==> config.mk <==
export PLATFORM = sky130hd
export DESIGN_NAME = pid_controller_with_output_clamp
export DESIGN_NICKNAME = d
export VERILOG_FILES = /design/src/rtl/pidc_pkg.sv /design/src/rtl/pidc_ctrl.sv /design/src/rtl/pidc_dp.sv /design/src/rtl/pid_controller_with_output_clamp.sv
export SDC_FILE = /design/constraint.sdc
export NUM_CORES = 2
export LEC_CHECK = 0
export BUFFER_PORTS_ARGS = -buffer_cell sky130_fd_sc_hd__buf_2
export CAP_MARGIN = 40
export CORE_MARGIN = 3
export CORE_UTILIZATION = 60
export CTS_CLUSTER_SIZE = 10
export DETAILED_ROUTE_END_ITERATION = 10
export GPL_TIMING_DRIVEN = 0
export PLACE_DENSITY = 0.77
export SLEW_MARGIN = 10
export SYNTH_ARGS = -nofsm -noshare
export SYNTH_HDL_FRONTEND = slang
export SYNTH_SLANG_ARGS = --single-unit
==> constraint.sdc <==
create_clock -name i_clk -period 13.4 [get_ports i_clk]
set_input_delay 1.34 -clock i_clk [delete_from_list [all_inputs] [get_ports i_clk]]
set_output_delay 1.34 -clock i_clk [all_outputs]
set_load 0.05 [all_outputs]
==> src/rtl/pidc_pkg.sv <==
// Shared types and constants for the PID controller with output clamp.
// Used by pidc_ctrl, pidc_dp and the top level; no dependencies.
`timescale 1ns / 1ps
`default_nettype none

package pidc_pkg;

    localparam int DW     = 16;           // target, measured, drive, limits
    localparam int AW     = 48;           // integral accumulator
    localparam int GW     = 32;           // gains
    localparam int TW     = 16;           // step time
    localparam int EW     = DW + 1;       // error
    localparam int FW     = DW + 2;       // error difference
    localparam int MW     = FW - 1;       // magnitude of error difference
    localparam int QW     = MW + TW;      // quotient of the derivative
    localparam int XW     = EW + TW + 1;  // error times step time
    localparam int CHW    = 16;           // multiplier chunk
    localparam int NCH    = AW / CHW;     // chunks per product
    localparam int CW     = $clog2(NCH);
    localparam int PW     = GW + AW;      // full product magnitude
    localparam int SW     = AW + 1;       // sum of three terms
    localparam int VW     = SW - 16;      // drive before clamping
    localparam int RIW    = 3;            // register index
    localparam int CNTW   = 6;
    localparam int DIV_STEPS = QW;

    localparam logic [AW-1:0] TERM_MAX = 48'h3FFF_FFFF_FFFF;

    localparam logic [RIW-1:0] REG_GAIN_P   = 3'd0;
    localparam logic [RIW-1:0] REG_GAIN_I   = 3'd1;
    localparam logic [RIW-1:0] REG_GAIN_D   = 3'd2;
    localparam logic [RIW-1:0] REG_OUT_LOW  = 3'd3;
    localparam logic [RIW-1:0] REG_OUT_HIGH = 3'd4;

    typedef enum logic [3:0] {
        S_IDLE, S_ERR, S_ADD, S_INT, S_DIV, S_MINIT, S_MSTEP, S_MSTORE, S_SUM, S_OUT
    } t_state;

    typedef enum logic [1:0] {
        TERM_P, TERM_I, TERM_D
    } t_term;

    typedef struct packed {
        logic          load_in;
        logic          calc_err;
        logic          calc_add;
        logic          upd_int;
        logic          div_init;
        logic          div_step;
        logic          mul_init;
        logic          mul_step;
        logic [CW-1:0] chunk;
        t_term         term;
        logic          term_store;
        logic          calc_sum;
        logic          load_out;
    } t_cmd;

    typedef struct packed {
        logic out_free;
    } t_status;

endpackage

`default_nettype wire

==> src/rtl/pidc_ctrl.sv <==
// Sequencer for the PID step: walks the error, integral, divider,
// multiply and clamp phases. Depends on pidc_pkg.
`timescale 1ns / 1ps
`default_nettype none

module pidc_ctrl import pidc_pkg::*; (
    input  wire          i_clk,
    input  wire          i_rst_n,
    input  wire          i_in_valid,
    output logic         o_in_stall,
    input  wire t_status i_status,
    output t_cmd         o_cmd
);

    t_state           r_state, n_state;
    logic [CNTW-1:0]  r_cnt, n_cnt;
    t_term            r_term, n_term;

    always_ff @(posedge i_clk) begin
        if (!i_rst_n) begin
            r_state <= S_IDLE;
            r_cnt   <= '0;
            r_term  <= TERM_P;
        end else begin
            r_state <= n_state;
            r_cnt   <= n_cnt;
            r_term  <= n_term;
        end
    end

    always_comb begin
        n_state    = r_state;
        n_cnt      = r_cnt;
        n_term     = r_term;
        o_cmd      = '0;
        o_cmd.term = r_term;
        o_cmd.chunk = r_cnt[CW-1:0];
        o_in_stall = (r_state != S_IDLE);
        unique case (r_state)
            S_IDLE: begin
                if (i_in_valid) begin
                    o_cmd.load_in = 1'b1;
                    n_state = S_ERR;
                end
            end
            S_ERR: begin
                o_cmd.calc_err = 1'b1;
                n_state = S_ADD;
            end
            S_ADD: begin
                o_cmd.calc_add = 1'b1;
                n_state = S_INT;
            end
            S_INT: begin
                o_cmd.upd_int  = 1'b1;
                o_cmd.div_init = 1'b1;
                n_cnt   = '0;
                n_state = S_DIV;
            end
            S_DIV: begin
                o_cmd.div_step = 1'b1;
                n_cnt = r_cnt + 1'b1;
                if (r_cnt == CNTW'(DIV_STEPS - 1)) begin
                    n_term  = TERM_P;
                    n_state = S_MINIT;
                end
            end
            S_MINIT: begin
                o_cmd.mul_init = 1'b1;
                n_cnt   = '0;
                n_state = S_MSTEP;
            end
            S_MSTEP: begin
                o_cmd.mul_step = 1'b1;
                n_cnt = r_cnt + 1'b1;
                if (r_cnt == CNTW'(NCH - 1)) n_state = S_MSTORE;
            end
            S_MSTORE: begin
                o_cmd.term_store = 1'b1;
                unique case (r_term)
                    TERM_P: begin
                        n_term  = TERM_I;
                        n_state = S_MINIT;
                    end
                    TERM_I: begin
                        n_term  = TERM_D;
                        n_state = S_MINIT;
                    end
                    default: n_state = S_SUM;
                endcase
            end
            S_SUM: begin
                o_cmd.calc_sum = 1'b1;
                n_state = S_OUT;
            end
            S_OUT: begin
                // hold until the output register is free
                if (i_status.out_free) begin
                    o_cmd.load_out = 1'b1;
                    n_state = S_IDLE;
                end
            end
            default: n_state = S_IDLE;
        endcase
    end

`ifndef SYNTHESIS
    a_load_needs_room: assert property (@(posedge i_clk) disable iff (!i_rst_n)
        o_cmd.load_out |-> i_status.out_free)
        else $error("result loaded into a busy output register");
    a_accept_starts: assert property (@(posedge i_clk) disable iff (!i_rst_n)
        (i_in_valid && !o_in_stall) |=> (r_state == S_ERR))
        else $error("accepted item did not start the sequence");
    a_div_bound: assert property (@(posedge i_clk) disable iff (!i_rst_n)
        (r_state == S_DIV) |-> (r_cnt < CNTW'(DIV_STEPS)))
        else $error("divider ran past its step count");
    a_out_returns: assert property (@(posedge i_clk) disable iff (!i_rst_n)
        o_cmd.load_out |=> (r_state == S_IDLE))
        else $error("sequencer did not return to idle after a result");
`endif

endmodule

`default_nettype wire

==> src/rtl/pidc_dp.sv <==
// Datapath of the PID step: configuration, state, restoring divider,
// chunked multiplier, term saturation, clamp and output register. Uses pidc_pkg.
`timescale 1ns / 1ps
`default_nettype none

module pidc_dp import pidc_pkg::*; (
    input  wire                  i_clk,
    input  wire                  i_rst_n,
    input  wire                  i_cfg_we,
    input  wire [RIW-1:0]        i_cfg_index,
    input  wire [GW-1:0]         i_cfg_data,
    input  wire signed [DW-1:0]  i_target,
    input  wire signed [DW-1:0]  i_measured,
    input  wire [TW-1:0]         i_step_time,
    input  wire t_cmd            i_cmd,
    output t_status              o_status,
    input  wire                  i_out_stall,
    output logic                 o_out_valid,
    output logic signed [DW-1:0] o_drive,
    output logic                 o_clamped
);

    logic signed [GW-1:0] r_gain_p, r_gain_i, r_gain_d;
    logic signed [DW-1:0] r_out_low, r_out_high;
    logic signed [AW-1:0] r_int;
    logic signed [EW-1:0] r_last;

    logic signed [DW-1:0] r_tgt, r_meas;
    logic [TW-1:0]        r_dt;
    logic signed [EW-1:0] r_err;
    logic signed [XW-1:0] r_add;
    logic signed [FW-1:0] r_diff;

    logic [QW-1:0]        r_dvd, r_quo;
    logic [TW-1:0]        r_rem;

    logic [GW-1:0]        r_ua;
    logic [AW-1:0]        r_ub;
    logic                 r_neg;
    logic [PW-1:0]        r_macc;

    logic signed [AW-1:0] r_tp, r_ti, r_td;
    logic signed [VW-1:0] r_val;

    logic                 r_ovalid;
    logic signed [DW-1:0] r_drive;
    logic                 r_clamped;

    // combinational helpers
    logic signed [SW-1:0] int_next;
    logic [FW-1:0]        diff_mag;
    logic [TW:0]          rem_sh;
    logic                 rem_ge;
    logic                 a_neg, b_neg;
    logic signed [GW-1:0] a_sel;
    logic [GW-1:0]        a_mag;
    logic [AW-1:0]        b_mag;
    logic [EW-1:0]        err_mag;
    logic [PW-1:0]        part;
    logic [PW-1:0]        scaled;
    logic [AW-1:0]        sat_mag;
    logic signed [AW-1:0] term_val;
    logic signed [SW-1:0] sum;
    logic signed [VW-1:0] hi_ext, lo_ext;

    assign o_status.out_free = !r_ovalid || !i_out_stall;
    assign o_out_valid = r_ovalid;
    assign o_drive     = r_drive;
    assign o_clamped   = r_clamped;

    always_comb begin
        int_next = {r_int[AW-1], r_int} + SW'(r_add);
        diff_mag = r_diff[FW-1] ? -r_diff : r_diff;
        rem_sh   = {r_rem, r_dvd[QW-1]};
        rem_ge   = (rem_sh >= {1'b0, r_dt});
        err_mag  = r_err[EW-1] ? -r_err : r_err;

        case (i_cmd.term)
            TERM_P: begin
                a_sel = r_gain_p;
                b_neg = r_err[EW-1];
                b_mag = AW'(err_mag);
            end
            TERM_I: begin
                a_sel = r_gain_i;
                b_neg = r_int[AW-1];
                b_mag = r_int[AW-1] ? AW'(-r_int) : AW'(r_int);
            end
            default: begin
                a_sel = r_gain_d;
                b_neg = r_diff[FW-1];
                // zero step time gives no derivative
                b_mag = (r_dt == '0) ? '0 : AW'(r_quo);
            end
        endcase
        a_neg = a_sel[GW-1];
        a_mag = a_neg ? -a_sel : a_sel;

        part = PW'(r_ua * r_ub[i_cmd.chunk*CHW +: CHW]) << (i_cmd.chunk * CHW);

        // integral term is divided by 2^16, rounding toward minus infinity, before its saturation
        if (i_cmd.term == TERM_I)
            scaled = r_neg ? ((r_macc + PW'(16'hFFFF)) >> 16) : (r_macc >> 16);
        else
            scaled = r_macc;
        sat_mag  = (scaled > PW'(TERM_MAX)) ? TERM_MAX : scaled[AW-1:0];
        term_val = r_neg ? -$signed(sat_mag) : $signed(sat_mag);

        sum    = SW'(r_tp) + SW'(r_ti) + SW'(r_td);
        hi_ext = VW'(r_out_high);
        lo_ext = VW'(r_out_low);
    end

    always_ff @(posedge i_clk) begin
        if (!i_rst_n) begin
            r_gain_p   <= '0;
            r_gain_i   <= '0;
            r_gain_d   <= '0;
            r_out_low  <= {1'b1, {(DW-1){1'b0}}};
            r_out_high <= {1'b0, {(DW-1){1'b1}}};
        end else if (i_cfg_we) begin
            unique case (i_cfg_index)
                REG_GAIN_P:   r_gain_p   <= i_cfg_data;
                REG_GAIN_I:   r_gain_i   <= i_cfg_data;
                REG_GAIN_D:   r_gain_d   <= i_cfg_data;
                REG_OUT_LOW:  r_out_low  <= i_cfg_data[DW-1:0];
                REG_OUT_HIGH: r_out_high <= i_cfg_data[DW-1:0];
                default: ;
            endcase
        end
    end

    always_ff @(posedge i_clk) begin
        if (!i_rst_n) begin
            r_int  <= '0;
            r_last <= '0;
        end else begin
            if (i_cmd.calc_add) r_last <= r_err;
            if (i_cmd.upd_int) begin
                // saturate on signed overflow
                if (int_next[SW-1] != int_next[SW-2])
                    r_int <= int_next[SW-1] ? {1'b1, {(AW-1){1'b0}}}
                                            : {1'b0, {(AW-1){1'b1}}};
                else
                    r_int <= int_next[AW-1:0];
            end
        end
    end

    always_ff @(posedge i_clk) begin
        if (i_cmd.load_in) begin
            r_tgt  <= i_target;
            r_meas <= i_measured;
            r_dt   <= i_step_time;
        end
        if (i_cmd.calc_err) r_err <= EW'(r_tgt) - EW'(r_meas);
        if (i_cmd.calc_add) begin
            r_add  <= XW'(r_err * $signed({1'b0, r_dt}));
            r_diff <= FW'(r_err) - FW'(r_last);
        end
        if (i_cmd.div_init) begin
            r_dvd <= {diff_mag[MW-1:0], {TW{1'b0}}};
            r_rem <= '0;
            r_quo <= '0;
        end else if (i_cmd.div_step) begin
            r_dvd <= r_dvd << 1;
            r_rem <= rem_ge ? TW'(rem_sh - {1'b0, r_dt}) : rem_sh[TW-1:0];
            r_quo <= {r_quo[QW-2:0], rem_ge};
        end
        if (i_cmd.mul_init) begin
            r_ua   <= a_mag;
            r_ub   <= b_mag;
            r_neg  <= a_neg ^ b_neg;
            r_macc <= '0;
        end else if (i_cmd.mul_step) begin
            r_macc <= r_macc + part;
        end
        if (i_cmd.term_store) begin
            case (i_cmd.term)
                TERM_P:  r_tp <= term_val;
                TERM_I:  r_ti <= term_val;
                default: r_td <= term_val;
            endcase
        end
        if (i_cmd.calc_sum) r_val <= sum[SW-1:16];
    end

    always_ff @(posedge i_clk) begin
        if (!i_rst_n) begin
            r_ovalid <= 1'b0;
        end else if (i_cmd.load_out) begin
            r_ovalid <= 1'b1;
        end else if (!i_out_stall) begin
            r_ovalid <= 1'b0;
        end
    end

    always_ff @(posedge i_clk) begin
        if (i_cmd.load_out) begin
            if (r_val > hi_ext) begin
                r_drive   <= r_out_high;
                r_clamped <= 1'b1;
            end else if (r_val < lo_ext) begin
                r_drive   <= r_out_low;
                r_clamped <= 1'b1;
            end else begin
                r_drive   <= r_val[DW-1:0];
                r_clamped <= 1'b0;
            end
        end
    end

endmodule

`default_nettype wire

==> src/rtl/pid_controller_with_output_clamp.sv <==
// Positional PID step with clamped output: one result per item.
// The next item is taken only once the previous result has been loaded into
// the output register; each item runs the 33-step divider and
// three 3-chunk multiplies on one shared 32x16 multiplier.
// Reset (synchronous, active low) clears the integral, the stored error and
// the gains, and sets the output limits to the full signed range.
`timescale 1ns / 1ps
`default_nettype none

module pid_controller_with_output_clamp import pidc_pkg::*; (
    input  wire                  i_clk,
    input  wire                  i_rst_n,
    input  wire                  i_cfg_we,
    input  wire [RIW-1:0]        i_cfg_index,
    input  wire [GW-1:0]         i_cfg_data,
    input  wire                  i_in_valid,
    output logic                 o_in_stall,
    input  wire signed [DW-1:0]  i_target,
    input  wire signed [DW-1:0]  i_measured,
    input  wire [TW-1:0]         i_step_time,
    output logic                 o_out_valid,
    input  wire                  i_out_stall,
    output logic signed [DW-1:0] o_drive,
    output logic                 o_clamped
);

    t_cmd    cmd;
    t_status status;

    pidc_ctrl u_ctrl (
        .i_clk      (i_clk),
        .i_rst_n    (i_rst_n),
        .i_in_valid (i_in_valid),
        .o_in_stall (o_in_stall),
        .i_status   (status),
        .o_cmd      (cmd)
    );

    pidc_dp u_dp (
        .i_clk       (i_clk),
        .i_rst_n     (i_rst_n),
        .i_cfg_we    (i_cfg_we),
        .i_cfg_index (i_cfg_index),
        .i_cfg_data  (i_cfg_data),
        .i_target    (i_target),
        .i_measured  (i_measured),
        .i_step_time (i_step_time),
        .i_cmd       (cmd),
        .o_status    (status),
        .i_out_stall (i_out_stall),
        .o_out_valid (o_out_valid),
        .o_drive     (o_drive),
        .o_clamped   (o_clamped)
    );

endmodule

`default_nettype wire

# Word level (Yosys, flattened, before mapping)

Cells that the tools add are included.

Register bits after elaboration: 744
Input port bits: 88
Output and inout bits: 19

$add $sub $neg: 14
Multiply operators: 2
Order comparisons: 4
Equal/unequal tests: 23
Shifts and indexed selects: 2
Mux-type cells: 44
Bitwise logic cells: 2
Reduce and logical (&&, ||, !) cells: 24

Operators with widths:

| cell                     | number |
|---|---|
| $mux W48                 | 5 |
| $mux W33                 | 3 |
| $neg A48 Y48             | 2 |
| $pmux W48 S2             | 1 |
| $add A80 B16 Y80 const B | 1 |
| $add A80 B80 Y80         | 1 |
| $gt A80 B46 Y1 const B   | 1 |
| $mux W80                 | 1 |
| $shl A48 B6 Y80          | 1 |
| $mux W64                 | 1 |
| $pmux W32 S2             | 1 |
| $add A48 B34 Y49         | 1 |
| $add A48 B48 Y49         | 1 |
| $add A49 B48 Y49         | 1 |
| $mul A32 B16 Y48         | 1 |
| $mux W16                 | 3 |
| $shiftx A48 B7 Y16       | 1 |
| $pmux W4 S10             | 1 |
| $mul A17 B17 Y34         | 1 |
| $mux W17                 | 2 |
| $neg A17 Y17             | 2 |
| $gt A33 B16 Y1           | 1 |
| $lt A33 B16 Y1           | 1 |
| $neg A32 Y32             | 1 |
| other kinds (40)         | 80 |

# Depth between registers and ports, before layout

Depth in word-level cells: 7
Depth in mapped cells: 47
Depth with buffers taken out: 43

# By module

Synthesis repeated with hierarchy kept, for this count alone.

Cells, all modules: 8,160
Area, all modules: 73,098.9 µm²

Modules (own cells, without submodules):

| module    | times used | cells an instance | area an instance (µm²) |
|---|---|---|---|
| pidc_dp   | 1          | 8,059             | 72,303.1 |
| pidc_ctrl | 1          | 101               | 795.8 |

# Least setup slack after synthesis

OpenSTA, ideal clock, no wires.

Path type: reg2reg
Start: register u_ctrl.r_cnt[1]
End: register u_dp.r_macc[57]
Data arrival time: 10.135 ns
Setup slack: 3.195 ns
Stages on the path, launching flop included: 43
Buffers on the path: 3
Path through: dfxtp_1 clkbuf_1 clkbuf_1 mux2i_1 o21ai_0 clkbuf_1 and2_1 fa_1 inv_1 fa_1 fa_1 fa_1 inv_1 fa_1 inv_1 fa_1 inv_1 ha_1 [... 7 more ...] a31oi_1 xor2_1 nor2_1 a21oi_1 nor2_1 ha_1 a21o_1 a21o_1 a221oi_1 o31ai_1 a221oi_1 o31ai_1 o31ai_1 o31ai_1 a221oi_1 xnor2_1 nand2_1 a21oi_1

Cells in the longest elaborated chain, start to end: 4

RTL lines:

| item                   | line            | text |
|---|---|---|
| start, declared        | pidc_ctrl.sv:16 | `logic [CNTW-1:0] r_cnt, n_cnt;` |
| start signal, assigned | pidc_ctrl.sv:26 | `r_cnt <= n_cnt;` |
| $shiftx A48 B7 Y16     | pidc_dp.sv:99   | `part = PW'(r_ua * r_ub[i_cmd.chunk*CHW +: CHW]) << (i_cmd.chunk * CHW);` |
| $mul A32 B16 Y48       | pidc_dp.sv:99   |  |
| $shl A48 B6 Y80 *      | pidc_dp.sv:99   |  |
| $add A80 B80 Y80 *     | pidc_dp.sv:176  | `r_macc <= r_macc + part;` |
| end signal, assigned   | pidc_dp.sv:176  |  |
| end, declared          | pidc_dp.sv:40   | `logic [PW-1:0] r_macc;` |

Mark *: on every way between the ends. The rest lies on a longest branch, timed or not.
A chain may end at the register's enable or synchronous reset.

# Worst setup path after layout

Start: register u_ctrl.r_cnt[1]
End: register u_dp.r_macc[66]

Same word-level chain as after synthesis.

==> impl_metrics.json <==
{
  "worst-setup-path-type": "reg2reg",
  "yosys_register_bits": 744,
  "cts_buffers": 89,
  "synth_xor_area_frac": 0.0450,
  "slew_violations": 0,
  "required_ns": 13.95,
  "yosysSeqAreaShare": 0.257,
  "cts_tree": "done",
  "synth-simple-area-share": 0.176,
  "synth_top_cell_area_share": 0.203,
  "fmax_mhz": 77.4,
  "cp-end-kind": "flip-flop",
  "arrival_ns": 13.47,
  "cts_buffer_depth": 3,
  "skew_ns": 0.0303,
  "drive_gt1_frac": 0.0391,
  "grt_first_pass_wirelength_mm": 349,
  "grt_max_degree": 62,
  "clk_latency_ns": 0.71,
  "synth_top_family_by_area": "adder cells",
  "first_global_vias": 62300,
  "cp-start-kind": "flip-flop",
  "avgSynthCellArea_sq_um": 8.77,
  "fin_crit_sh": 0.965,
  "grt_use_total": 0.353,
  "numPortBuffers": 105,
  "die_h_microns": 357,
  "dp_hpwl_mm": 181,
  "grt-ovfl-total": 0,
  "synth_nets": 9750,
  "run_status": "finished, final reports clean",
  "yosys.area.top_type": "fa_1",
  "die_w_microns": 357,
  "rows": 128,
  "synth_area_leaders": "fa_1 (20%), edfxtp_1 (17%), dfxtp_1 (9.1%), ha_1 (8.5%), nand2_1 (6.8%)",
  "clk_pin_slew_ns": 0.06,
  "ys_types": 93,
  "area_growth_pct": 7.92,
  "initial_core_util": 0.605,
  "cp_common_cell": "fa_1",
  "place.gp.congestion": 1.03,
  "core_sq_um": 122000,
  "min_path_type": "reg2reg",
  "wirelength_mm": 224,
  "viasPerCell": 6.05,
  "crit_fanout": 10,
  "cts.sinks": 744,
  "die-area_sq_um": 127000,
  "max_stage_delay_ns": 0.77,
  "relSlewSlack": 0.336,
  "cp_slowest_cell": "o21ai_1",
  "maxCapViolations": 0,
  "synth_ff_type": "edfxtp_1",
  "nNetsFinal": 9989,
  "setup_viol": 0,
  "synth_warnings": 0,
  "tns_ns": 0,
  "fillCellCount": 10100,
  "worstMarginPinSlew_ns": 0.997,
  "synthArstFlopShare": 0,
  "rsz0062_at_grt": "false",
  "synthCells": 8410,
  "drt_first_pass_iters": 8,
  "syn_area_sq_um": 73800,
  "period_minus_slack_ns": 12.93,
  "vias": 62700,
  "hold_violations": 0,
  "ant_nets": 0,
  "htreeDepth": 3,
  "antenna_found_initial": 11,
  "synth_adder_area_share": 0.295,
  "drt_iter0_markers": 6056,
  "remaining_drc_errors": 0,
  "design.portCount": 107,
  "synth_compound_area_frac": 0.137,
  "cts_root_buffer": "clkbuf_16",
  "synth_edf_count": 409,
  "muxShareOfSynthArea": 0.0186,
  "wl_per_cell_microns": 21.7,
  "holdBufCountCts": 0
}
-- area by class of cell --
| type | instances | area (sq um) | area share |
|---|---|---|---|
| antenna | 15 | 37.5 | 0.000471 |
| buffer | 415 | 1580 | 0.0198 |
| clock buffer | 139 | 2470 | 0.0311 |
| clock inverter | 18 | 263 | 0.00330 |
| inverter | 996 | 3740 | 0.0469 |
| multi-input combinational | 6255 | 49600 | 0.622 |
| sequential | 744 | 19000 | 0.238 |
| tap | 1625 | 2030 | 0.0255 |
| timing repair buffer | 148 | 968 | 0.0122 |
-- registers in the layout, indices dropped and copies added (netlist names), 17 cells and up --
signal / count
u_dp.r_ub: 48
u_dp.r_int: 48
u_dp.r_diff: 18
u_dp.r_quo: 33
u_dp.r_ua: 32
u_dp.r_val: 33
u_dp.r_add: 34
u_dp.r_gain_p: 32
u_dp.r_tp: 48
u_dp.r_dvd: 17
u_dp.r_err: 17
u_dp.r_last: 17
u_dp.r_gain_i: 32
u_dp.r_ti: 48
u_dp.r_td: 48
u_dp.r_gain_d: 32
u_dp.r_macc: 80
-- cell usage in the layout, fill, tap and decap left out, drive strengths merged, types with 22 or more instances in the layout --
| master | synthesis | final |
|---|---|---|
| clkbuf | 388 | 528 |
| maj3 | 47 | 47 |
| fa | 749 | 749 |
| inv | 994 | 995 |
| o211ai | 42 | 42 |
| xor2 | 168 | 168 |
| and2 | 356 | 356 |
| o21a | 61 | 61 |
| nand2 | 1331 | 1331 |
| or3 | 48 | 48 |
| a211oi | 47 | 47 |
| nand2b | 59 | 59 |
| and3 | 70 | 70 |
| xnor2 | 211 | 211 |
| nor2 | 406 | 406 |
| a21boi | 22 | 22 |
| edfxtp | 409 | 409 |
| a21o | 154 | 154 |
| nand3 | 141 | 141 |
| nand4 | 87 | 87 |
| buf | 27 | 173 |
| o21ai | 394 | 394 |
| nor2b | 51 | 51 |
| nor4 | 48 | 48 |
| a22oi | 22 | 22 |
| dfxtp | 335 | 335 |
| ha | 503 | 503 |
| nor3 | 113 | 113 |
| o21bai | 31 | 31 |
| a31oi | 49 | 49 |
| mux2i | 128 | 128 |
| a21oi | 620 | 620 |
| o31ai | 59 | 59 |
-- worst paths after layout --
check | from | endpoint | slack [ns] | cells after the start
max reg2reg | u_ctrl.r_cnt[1]$_SDFFE_PN0P_ | u_dp.r_macc[66]$_SDFFE_PP0P_ | 0.47 | 40
min | u_dp.r_gain_p[16]$_SDFFE_PN0P_ | u_dp.r_gain_p[16]$_SDFFE_PN0P_ | 0.45 | 2
min reg2reg | u_dp.r_gain_p[16]$_SDFFE_PN0P_ | u_dp.r_gain_p[16]$_SDFFE_PN0P_ | 0.45 | 2
max | u_ctrl.r_cnt[1]$_SDFFE_PN0P_ | u_dp.r_macc[66]$_SDFFE_PP0P_ | 0.47 | 40
-- Yosys cell counts (all sizes together), types with 31 or more instances --
cell type and n:
a211oi 47, a21o 154, a21oi 620, a31oi 49, and2 356, and3 70, clkbuf 388, dfxtp 335
edfxtp 409, fa 749, ha 503, inv 994, maj3 47, mux2i 128, nand2 1331, nand2b 59
nand3 141, nand4 87, nor2 406, nor2b 51, nor3 113, nor4 48, o211ai 42, o21a 61
o21ai 394, o21bai 31, o31ai 59, or3 48, xnor2 211, xor2 168
-- timing repair --
action | in CTS | in global routing
gates resized for setup | 0 | 16
endpoints found under the setup margin | 0 | 24
hold endpoints to repair | 0 | 0
setup buffers | 0 | 0
-- metrics by stage --
step           area (sq um)  hold slack [ns]  setup WS (ns)  instances  utilization
2_1_floorplan         73800            0.431           3.19       8410            -
3_3_place_gp          76300            0.441          0.140      10100        0.626
3_5_place_dp          76800            0.446          0.345      10200        0.630
4_1_cts               79600            0.453          0.291      10300        0.653
5_1_grt               79600            0.466         0.0235      10300        0.653
6_report              79600            0.451          0.475      10400        0.653
-- worst max-delay path: cells and delay by family, from the launching register on --
| kind | cells | cell delay [ns] |
|---|---|---|
| AOI/OAI and AO/OA | 12 | 4.42 |
| adders and majority gates | 8 | 3.86 |
| buffers and inverters | 7 | 1.98 |
| and+or+nand+nor | 10 | 1.67 |
| DFF | 1 | 0.36 |
| xor gates and xnor gates | 2 | 0.33 |
| muxes | 1 | 0.14 |
-- layer usage --
metal | GRT usage | vias to the layer above | routed length, microns
met5 | 0 | - | 13
met4 | 0.197 | 2 | 14700
met3 | 0.0670 | 732 | 17700
met2 | 0.584 | 2768 | 106000
met1 | 0.436 | 30600 | 86100
li1 | - | 28600 | -
-- cell families after synthesis --
logic type	count (synthesis)
AND/OR/NAND/NOR	2783
AO/OA/AOI/OAI	1658
buffers and inverters	1411
adder cells (fa/ha/maj)	1299
flip-flops	744
XOR/XNOR	379
multiplexers	136
Power is not shown: default switching activity piles up to over one toggle a cycle in this logic, so the estimate is an artifact.
